===== src/bls_pkg.sv =====
// bls_pkg: shared types and codes for the bounded list store
// operation and status codes, result item layout
// no dependencies
package bls_pkg;

    // operation codes carried on the input tuser
    localparam logic [2:0] OP_ADD_UNIQUE = 3'd0;
    localparam logic [2:0] OP_APPEND     = 3'd1;
    localparam logic [2:0] OP_POP        = 3'd2;
    localparam logic [2:0] OP_REPLACE    = 3'd3;
    localparam logic [2:0] OP_SWAP       = 3'd4;
    localparam logic [2:0] OP_CLEAR      = 3'd5;

    // status codes carried on the output tuser
    localparam logic [2:0] ST_DONE       = 3'd0;
    localparam logic [2:0] ST_PRESENT    = 3'd1;
    localparam logic [2:0] ST_NOT_FOUND  = 3'd2;
    localparam logic [2:0] ST_FULL       = 3'd3;
    localparam logic [2:0] ST_EMPTY      = 3'd4;
    localparam logic [2:0] ST_BAD_POS    = 3'd5;

    // fixed field widths of the stream items
    localparam int VAL_W   = 32;
    localparam int POS_W   = 6;
    localparam int IDX_W   = 6;
    localparam int TOTAL_W = 7;

    // one result item as produced by the controller
    typedef struct packed {
        logic [2:0]         status;
        logic [IDX_W-1:0]   found_index;
        logic [VAL_W-1:0]   popped_value;
        logic [TOTAL_W-1:0] entry_total;
    } t_result;

endpackage


===== src/bounded_list_store.sv =====
// bounded_list_store: a list of up to DEPTH signed 32-bit entries with a count
// Input items carry an operation on s tuser and key, new value and position on
// s tdata; each accepted item yields exactly one result item on the m channel.
// Operations: add unique, append, pop, replace all, swap by value, clear.
// The scans read the entry memory one entry a cycle through its single read
// port; a new item is taken once the current one has handed its result to
// the output register.
// A result waiting in the output register does not block the next item; a
// stalled receiver holds the result stable and stalls the block only when a
// second result is ready behind it.
// Reset clears the entry count and all handshake state; the
// entry memory is not cleared, since no slot at or above the count is read.
module bounded_list_store
    import bls_pkg::*;
#(
    parameter int DEPTH = 64
) (
    input  logic        i_clk,
    input  logic        i_rst_n,
    input  logic        i_s_axis_tvalid,
    output logic        o_s_axis_tready,
    input  logic [71:0] i_s_axis_tdata,  // key [31:0], new_value [63:32], position [69:64]
    input  logic [2:0]  i_s_axis_tuser,  // operation [2:0]
    output logic        o_m_axis_tvalid,
    input  logic        i_m_axis_tready,
    output logic [47:0] o_m_axis_tdata,  // found_index [5:0], popped_value [37:6],
                                         // entry_total [44:38]
    output logic [2:0]  o_m_axis_tuser   // status [2:0]
);

    localparam int AW = (DEPTH > 1) ? $clog2(DEPTH) : 1;
    localparam int CW = $clog2(DEPTH + 1);

    logic             res_valid;
    logic             res_ready;
    t_result          res;
    logic             we;
    logic [AW-1:0]    waddr;
    logic [VAL_W-1:0] wdata;
    logic             re;
    logic [AW-1:0]    raddr;
    logic [VAL_W-1:0] rdata;

    logic             r_out_valid;
    t_result          r_out;

    bls_ctrl #(
        .DEPTH(DEPTH),
        .AW   (AW),
        .CW   (CW)
    ) u_ctrl (
        .i_clk          (i_clk),
        .i_rst_n        (i_rst_n),
        .i_req_valid    (i_s_axis_tvalid),
        .o_req_ready    (o_s_axis_tready),
        .i_req_op       (i_s_axis_tuser),
        .i_req_key      (i_s_axis_tdata[31:0]),
        .i_req_new_value(i_s_axis_tdata[63:32]),
        .i_req_position (i_s_axis_tdata[69:64]),
        .o_res_valid    (res_valid),
        .i_res_ready    (res_ready),
        .o_res          (res),
        .o_we           (we),
        .o_waddr        (waddr),
        .o_wdata        (wdata),
        .o_re           (re),
        .o_raddr        (raddr),
        .i_rdata        (rdata)
    );

    bls_mem #(
        .DEPTH(DEPTH),
        .AW   (AW)
    ) u_mem (
        .i_clk  (i_clk),
        .i_we   (we),
        .i_waddr(waddr),
        .i_wdata(wdata),
        .i_re   (re),
        .i_raddr(raddr),
        .o_rdata(rdata)
    );

    // output register, refilled as it drains
    assign res_ready = !r_out_valid || i_m_axis_tready;

    always_ff @(posedge i_clk) begin
        if (!i_rst_n) begin
            r_out_valid <= 1'b0;
        end else if (res_ready) begin
            r_out_valid <= res_valid;
        end
    end

    always_ff @(posedge i_clk) begin
        if (res_ready && res_valid) begin
            r_out <= res;
        end
    end

    assign o_m_axis_tvalid = r_out_valid;
    assign o_m_axis_tuser  = r_out.status;
    assign o_m_axis_tdata  = {3'b000, r_out.entry_total, r_out.popped_value,
                              r_out.found_index};

endmodule


===== src/bls_mem.sv =====
// bls_mem: entry storage of the bounded list store
// one write port, one read port with registered read data
// depends on bls_pkg
module bls_mem
    import bls_pkg::*;
#(
    parameter int DEPTH = 64,
    parameter int AW    = 6
) (
    input  logic             i_clk,
    input  logic             i_we,
    input  logic [AW-1:0]    i_waddr,
    input  logic [VAL_W-1:0] i_wdata,
    input  logic             i_re,
    input  logic [AW-1:0]    i_raddr,
    output logic [VAL_W-1:0] o_rdata
);

    logic [VAL_W-1:0] r_mem [DEPTH];
    logic [VAL_W-1:0] r_rd_data;

    // write port
    always_ff @(posedge i_clk) begin
        if (i_we) begin
            r_mem[i_waddr] <= i_wdata;
        end
    end

    // read port, data holds until the next read
    always_ff @(posedge i_clk) begin
        if (i_re) begin
            r_rd_data <= r_mem[i_raddr];
        end
    end

    assign o_rdata = r_rd_data;

endmodule


===== src/bls_ctrl.sv =====
// bls_ctrl: operation sequencer of the bounded list store
// holds the entry count, scans the memory one entry a cycle, builds results
// depends on bls_pkg and drives the ports of bls_mem
module bls_ctrl
    import bls_pkg::*;
#(
    parameter int DEPTH = 64,
    parameter int AW    = 6,
    parameter int CW    = 7
) (
    input  logic             i_clk,
    input  logic             i_rst_n,
    // request side
    input  logic             i_req_valid,
    output logic             o_req_ready,
    input  logic [2:0]       i_req_op,
    input  logic [VAL_W-1:0] i_req_key,
    input  logic [VAL_W-1:0] i_req_new_value,
    input  logic [POS_W-1:0] i_req_position,
    // result side
    output logic             o_res_valid,
    input  logic             i_res_ready,
    output t_result          o_res,
    // memory ports
    output logic             o_we,
    output logic [AW-1:0]    o_waddr,
    output logic [VAL_W-1:0] o_wdata,
    output logic             o_re,
    output logic [AW-1:0]    o_raddr,
    input  logic [VAL_W-1:0] i_rdata
);

    localparam logic [2:0] S_IDLE   = 3'd0;
    localparam logic [2:0] S_EXEC   = 3'd1;
    localparam logic [2:0] S_SCAN   = 3'd2;
    localparam logic [2:0] S_SW_RD  = 3'd3;
    localparam logic [2:0] S_SW_WR1 = 3'd4;
    localparam logic [2:0] S_SW_WR2 = 3'd5;
    localparam logic [2:0] S_POP    = 3'd6;
    localparam logic [2:0] S_DONE   = 3'd7;

    localparam logic [CW-1:0] FULL_CNT = CW'(DEPTH);

    logic [2:0]       r_state, n_state;
    logic [2:0]       r_op, n_op;
    logic [VAL_W-1:0] r_key, n_key;
    logic [VAL_W-1:0] r_nv, n_nv;
    logic [POS_W-1:0] r_pos, n_pos;
    logic [CW-1:0]    r_count, n_count;
    logic [CW-1:0]    r_addr, n_addr;
    logic             r_chk, n_chk;
    logic [AW-1:0]    r_chk_idx, n_chk_idx;
    logic [AW-1:0]    r_hit_idx, n_hit_idx;
    logic             r_any, n_any;
    logic [2:0]       r_status, n_status;
    logic [AW-1:0]    r_idx, n_idx;
    logic [VAL_W-1:0] r_pop, n_pop;

    logic                  match;
    logic                  issue;
    logic                  full;
    logic                  pos_bad;
    logic [CW+POS_W-1:0]   pos_ext;
    logic [CW+POS_W-1:0]   cnt_ext;
    logic [AW+IDX_W-1:0]   idx_ext;
    logic [CW+TOTAL_W-1:0] total_ext;
    logic [CW-1:0]         count_dec;

    assign match     = r_chk && (i_rdata == r_key);
    assign issue     = r_addr < r_count;
    assign full      = r_count == FULL_CNT;
    assign pos_ext   = {{CW{1'b0}}, r_pos};
    assign cnt_ext   = {{POS_W{1'b0}}, r_count};
    assign pos_bad   = pos_ext >= cnt_ext;
    assign count_dec = r_count - 1'b1;

    // result fields masked to the stream widths
    assign idx_ext   = {{IDX_W{1'b0}}, r_idx};
    assign total_ext = {{TOTAL_W{1'b0}}, r_count};

    assign o_req_ready = r_state == S_IDLE;
    assign o_res_valid = r_state == S_DONE;
    assign o_res       = '{status:       r_status,
                           found_index:  idx_ext[IDX_W-1:0],
                           popped_value: r_pop,
                           entry_total:  total_ext[TOTAL_W-1:0]};

    // sequencer
    always_comb begin
        n_state   = r_state;
        n_op      = r_op;
        n_key     = r_key;
        n_nv      = r_nv;
        n_pos     = r_pos;
        n_count   = r_count;
        n_addr    = r_addr;
        n_chk     = r_chk;
        n_chk_idx = r_chk_idx;
        n_hit_idx = r_hit_idx;
        n_any     = r_any;
        n_status  = r_status;
        n_idx     = r_idx;
        n_pop     = r_pop;
        o_we      = 1'b0;
        o_waddr   = '0;
        o_wdata   = '0;
        o_re      = 1'b0;
        o_raddr   = '0;

        unique case (r_state)
            S_IDLE: begin
                if (i_req_valid) begin
                    n_op     = i_req_op;
                    n_key    = i_req_key;
                    n_nv     = i_req_new_value;
                    n_pos    = i_req_position;
                    n_status = ST_DONE;
                    n_idx    = '0;
                    n_pop    = '0;
                    n_state  = S_EXEC;
                end
            end

            S_EXEC: begin
                n_addr  = '0;
                n_chk   = 1'b0;
                n_any   = 1'b0;
                n_state = S_DONE;
                case (r_op)
                    OP_ADD_UNIQUE, OP_REPLACE: begin
                        n_state = S_SCAN;
                    end
                    OP_APPEND: begin
                        if (full) begin
                            n_status = ST_FULL;
                        end else begin
                            o_we    = 1'b1;
                            o_waddr = r_count[AW-1:0];
                            o_wdata = r_key;
                            n_idx   = r_count[AW-1:0];
                            n_count = r_count + 1'b1;
                        end
                    end
                    OP_POP: begin
                        if (r_count == '0) begin
                            n_status = ST_EMPTY;
                        end else begin
                            o_re    = 1'b1;
                            o_raddr = count_dec[AW-1:0];
                            n_count = count_dec;
                            n_state = S_POP;
                        end
                    end
                    OP_SWAP: begin
                        if (pos_bad) begin
                            n_status = ST_BAD_POS;
                        end else begin
                            n_state = S_SCAN;
                        end
                    end
                    OP_CLEAR: begin
                        n_count = '0;
                    end
                    default: begin
                        n_status = ST_DONE;
                    end
                endcase
            end

            S_SCAN: begin
                if ((r_op != OP_REPLACE) && match) begin
                    // first match ends a search
                    n_hit_idx = r_chk_idx;
                    n_chk     = 1'b0;
                    if (r_op == OP_ADD_UNIQUE) begin
                        n_status = ST_PRESENT;
                        n_idx    = r_chk_idx;
                        n_state  = S_DONE;
                    end else begin
                        n_state = S_SW_RD;
                    end
                end else begin
                    // replace all rewrites each match as it streams past
                    if (match) begin
                        o_we    = 1'b1;
                        o_waddr = r_chk_idx;
                        o_wdata = r_nv;
                        n_any   = 1'b1;
                    end
                    if (issue) begin
                        o_re      = 1'b1;
                        o_raddr   = r_addr[AW-1:0];
                        n_chk_idx = r_addr[AW-1:0];
                        n_addr    = r_addr + 1'b1;
                        n_chk     = 1'b1;
                    end else begin
                        n_chk = 1'b0;
                    end
                    // nothing in flight and nothing left to read
                    if (!r_chk && !issue) begin
                        n_state = S_DONE;
                        case (r_op)
                            OP_REPLACE: begin
                                n_status = r_any ? ST_DONE : ST_NOT_FOUND;
                            end
                            OP_ADD_UNIQUE: begin
                                if (full) begin
                                    n_status = ST_FULL;
                                end else begin
                                    o_we    = 1'b1;
                                    o_waddr = r_count[AW-1:0];
                                    o_wdata = r_key;
                                    n_idx   = r_count[AW-1:0];
                                    n_count = r_count + 1'b1;
                                end
                            end
                            default: begin
                                n_status = ST_NOT_FOUND;
                            end
                        endcase
                    end
                end
            end

            S_SW_RD: begin
                o_re    = 1'b1;
                o_raddr = pos_ext[AW-1:0];
                n_state = S_SW_WR1;
            end

            S_SW_WR1: begin
                // entry at the position moves to the matching slot
                o_we    = 1'b1;
                o_waddr = r_hit_idx;
                o_wdata = i_rdata;
                n_state = S_SW_WR2;
            end

            S_SW_WR2: begin
                o_we    = 1'b1;
                o_waddr = pos_ext[AW-1:0];
                o_wdata = r_key;
                n_idx   = r_hit_idx;
                n_state = S_DONE;
            end

            S_POP: begin
                n_pop   = i_rdata;
                n_state = S_DONE;
            end

            S_DONE: begin
                if (i_res_ready) begin
                    n_state = S_IDLE;
                end
            end

            default: begin
                n_state = S_IDLE;
            end
        endcase
    end

    // control state
    always_ff @(posedge i_clk) begin
        if (!i_rst_n) begin
            r_state <= S_IDLE;
            r_count <= '0;
            r_chk   <= 1'b0;
        end else begin
            r_state <= n_state;
            r_count <= n_count;
            r_chk   <= n_chk;
        end
    end

    // operands and result payload
    always_ff @(posedge i_clk) begin
        r_op      <= n_op;
        r_key     <= n_key;
        r_nv      <= n_nv;
        r_pos     <= n_pos;
        r_addr    <= n_addr;
        r_chk_idx <= n_chk_idx;
        r_hit_idx <= n_hit_idx;
        r_any     <= n_any;
        r_status  <= n_status;
        r_idx     <= n_idx;
        r_pop     <= n_pop;
    end

endmodule


===== config.mk =====
export PLATFORM = sky130hd
export DESIGN_NAME = bounded_list_store
export DESIGN_NICKNAME = d
export VERILOG_FILES = /design/src/bls_pkg.sv /design/src/bounded_list_store.sv /design/src/bls_mem.sv /design/src/bls_ctrl.sv
export SDC_FILE = /design/constraint.sdc
export NUM_CORES = 2
export LEC_CHECK = 0
export ABC_AREA = 1
export BUFFER_PORTS_ARGS = -buffer_cell sky130_fd_sc_hd__buf_2
export CORE_MARGIN = 1.5
export CORE_UTILIZATION = 35
export DETAILED_ROUTE_END_ITERATION = 10
export PLACE_DENSITY = 0.61
export SETUP_SLACK_MARGIN = 0.02
export SYNTH_ARGS = -nofsm -noshare
export SYNTH_HDL_FRONTEND = slang
export SYNTH_SLANG_ARGS = --single-unit

===== constraint.sdc =====
create_clock -name i_clk -period 6.9 [get_ports i_clk]
set_input_delay 1.035 -clock i_clk [delete_from_list [all_inputs] [get_ports i_clk]]
set_output_delay 1.035 -clock i_clk [all_outputs]
set_load 0.01 [all_outputs]

==> flow_summary.yaml <==
status:
  status: "finished clean"
floorplan:
  die_width_um: 538
  pin_count: 132
  start_util_pct: 35.2
  core_region_area_um2: 285000
  fp-row-count: 196
  die_h_um: 538
  dieArea_um2: 290000
logic_synthesis:
  ys_warn_count: 0
  netlist_instances: 8999
  synthDistinctLibCells: 44
  syn-cell-area_um2: 100000
  ys_ff_latch: 2274
  yosysSeqAreaShare_pct: 68.0
  avgSynthCellArea_um2: 11.1
drt:
  avgRoutedWirePerCell_um: 23.1
  drc: 0
  drtIter0Drc: 8140
  num_vias: 68260
  vias_per_cell: 5.27
  wl_mm: 299
  ant_nets: 0
  drt-pass1-iter-count: 8
cells_and_area:
  regArea_um2: 68200
  area_delta_synth_final_pct: 13.2
  nFillCells: 26561
  final_common_cell: "edfxtp_1"
  multi_input_comb_area_um2: 25300
  layout-drive-gt1-share_pct: 8.69
  fin_util_pct: 39.8
  nets: 9079
  layout_common_cells: "2262 x edfxtp_1, 2222 x nand3_1, 1402 x inv_1"
clock_network:
  cts_hold_buffers: 0
  clk_pin_slew_ps: 60
  cts-buffers-inserted: 229
  cts_root_buffer: "clkbuf_16"
  cts_tree: "yes"
  post-cts-setup-buffers: 0
  clock_sinks: 2274
  clk_latency_ps: 900
  cts_resized: 0
  clock_path_buffers: 3
  htreeDepth: 4
sta:
  setup-violations-final: 0
  fin_crit_ps: 5430
  hold_slack_ps: 341
  setup_tns_ps: 0
  max-slew-margin-rel_pct: 13.7
  final_hold_viol_count: 0
  fin_ws_ps: 1470
  finalMaxSlewViolations: 0
  finalCritPeriodShare_pct: 78.7
  rsz0062_at_grt: "no"
  clock.fmax_ghz: 0.184
  tightest_slew_ps: 1290
  finClkSkew_ps: 65.1
global_route:
  grt-ovfl-total: 0
  track_usage_pct: 20.1
  grt_pass1_vias: 63960
  grt.busiest_layer: "met2"
  use_met3_pct: 3.28
  gr-usage-met2_pct: 31.1
  grt_max_degree: 199
  antenna_found_initial: 14
  grt_pass1_wl_mm: 436
  gr-usage-met1_pct: 28.2
worst_setup_path:
  start_kind: "flip-flop"
  cp-end-kind: "flip-flop"
  regToRegSetupSlack_ps: 1470
  worst_r2r_startpoint: "u_mem.o_rdata[28]$_DFFE_PP_"
  r2r-end: "u_mem.r_mem[10][20]$_DFFE_PP_"
  worstPathRequired_ps: 7380
  crit_arrival_ps: 5910
  worstSetupStartpoint: "u_mem.o_rdata[28]$_DFFE_PP_"
  critical_path_class: "reg -> reg"
  crit_path_end: "u_mem.r_mem[10][20]$_DFFE_PP_"
  worstPathMaxFanout: 32
  worstRegToRegCells: 17
power:
  ir_drop_mv: 0.295
  p_leak_uw: 0.0431
  power_density_nw_per_um2: 371
placement:
  gp_congestion: 0.866
  place.detailed.hpwl_mm: 162
  portBuffers: 126
  pre_cts_slack_ps: 1550
flow_run:
  maxCapViolCount: 0
hold_path:
  hp-class: "in -> reg"
## report_power, final
group	switching (uW)	leakage, uW	total (uW)	internal, uW
Clock	5350	0.00359	12200	6890
Sequential	317	0.0210	17500	17200
Combinational	9530	0.0185	12300	2790
## routing by layer
layer  part of all wire (%)  vias to the layer above
met5                      0                        -
met4                    3.9                        0
met3                    9.3                      450
met2                     45                     3443
met1                     42                    33461
li1                       -                    30906
## synthesized netlist by cell type (all sizes together)
master   number  share of area, %
and2          2             0.012
nand4        21              0.14
a31oi         3             0.019
inv        1424               5.3
nand2      1338               5.0
xor2          7             0.061
nor3         10             0.050
o22ai        10             0.062
or2           1            0.0062
o211ai        1            0.0075
a211oi        8             0.060
a21boi        1            0.0075
ha           16              0.20
a221oi        4             0.035
xnor2         3             0.026
o2111ai       2             0.017
o21ai        25              0.12
a21oi        27              0.14
nor2        192              0.73
edfxtp     2262                68
nand3b      768               5.7
a21o          1            0.0075
conb          1            0.0037
a22oi        11             0.082
o221ai       37              0.32
clkbuf      187              0.70
nor4          6             0.037
nor3b         3             0.022
nand3      2227                11
dfxtp        12              0.24
a221o         1             0.010
clkinv        3             0.011
buf         385               1.9
## through the flow
stage | instance area (um^2) | power, uW | instances
finish | 114000 | 42100 | 12946
CTS | 114000 | 42100 | 12942
global route | 114000 | 43600 | 12944
detailed placement | 106000 | 29900 | 12515
global placement | 106000 | 29700 | 12515
floorplan | 100000 | 24500 | 9001
## registers in the layout (all words and copies together) (netlist names), 7 cells and up
name,flops
o_m_axis_tdata,45
u_ctrl.r_addr,7
u_ctrl.r_count,7
u_ctrl.r_key,32
u_ctrl.r_nv,32
u_ctrl.r_pop,32
u_mem.o_rdata,32
u_mem.r_mem,2048
## final cells by class
cell class | instances | share of cell area, %
diodes | 4 | 0.00882
clock buffers | 285 | 5.30
clock inverters | 142 | 1.18
inverters | 1427 | 4.74
multi-input cells | 4728 | 22.3
flip-flops and latches | 2274 | 60.0
well taps | 3762 | 4.15
repair buffers | 324 | 2.34
## how the worst min path moves through the flow
stage	from	slack, ps	endpoint	cells past startpoint
5_1_grt	i_s_axis_tdata[42]	300	u_ctrl.r_nv[10]$_DFFE_PP_	1
4_1_cts	i_s_axis_tdata[42]	280	u_ctrl.r_nv[10]$_DFFE_PP_	1
3_5_place_dp	u_ctrl.r_pop[13]$_SDFFCE_PN0P_	410	o_m_axis_tdata[19]$_DFFE_PP_	0
2_1_floorplan	u_ctrl.r_pop[4]$_SDFFCE_PN0P_	400	o_m_axis_tdata[10]$_DFFE_PP_	0
6_report	i_s_axis_tdata[42]	340	u_ctrl.r_nv[10]$_DFFE_PP_	1
3_3_place_gp	u_ctrl.r_pop[15]$_SDFFCE_PN0P_	410	o_m_axis_tdata[21]$_DFFE_PP_	0
## worst max-delay path, cell delays in order, from the launching register on
cell and delay, ps:
edfxtp_1 500, inv_1 180, nand2_1 120, nand2_1 90
nor2_1 110, nand2_1 60, nor2_1 80, nand2_1 100
nor2_2 220, nand3_2 210, nand2_2 100, buf_4 360
a21oi_2 130, a21boi_1 710, inv_1 130, nor2_1 180
nand2_1 520, nor2_4 1180
## cells by family after synthesis
family | share of synthesized area (%)
and+or+nand+nor | 22.9
DFF | 68.0
buffers and inverters | 7.94
AOI/OAI and AO/OA | 0.895
adders and majority gates | 0.200
xor gates and xnor gates | 0.0873
other | 0.00374
No activity file was read; power rests on OpenSTA's default activity.
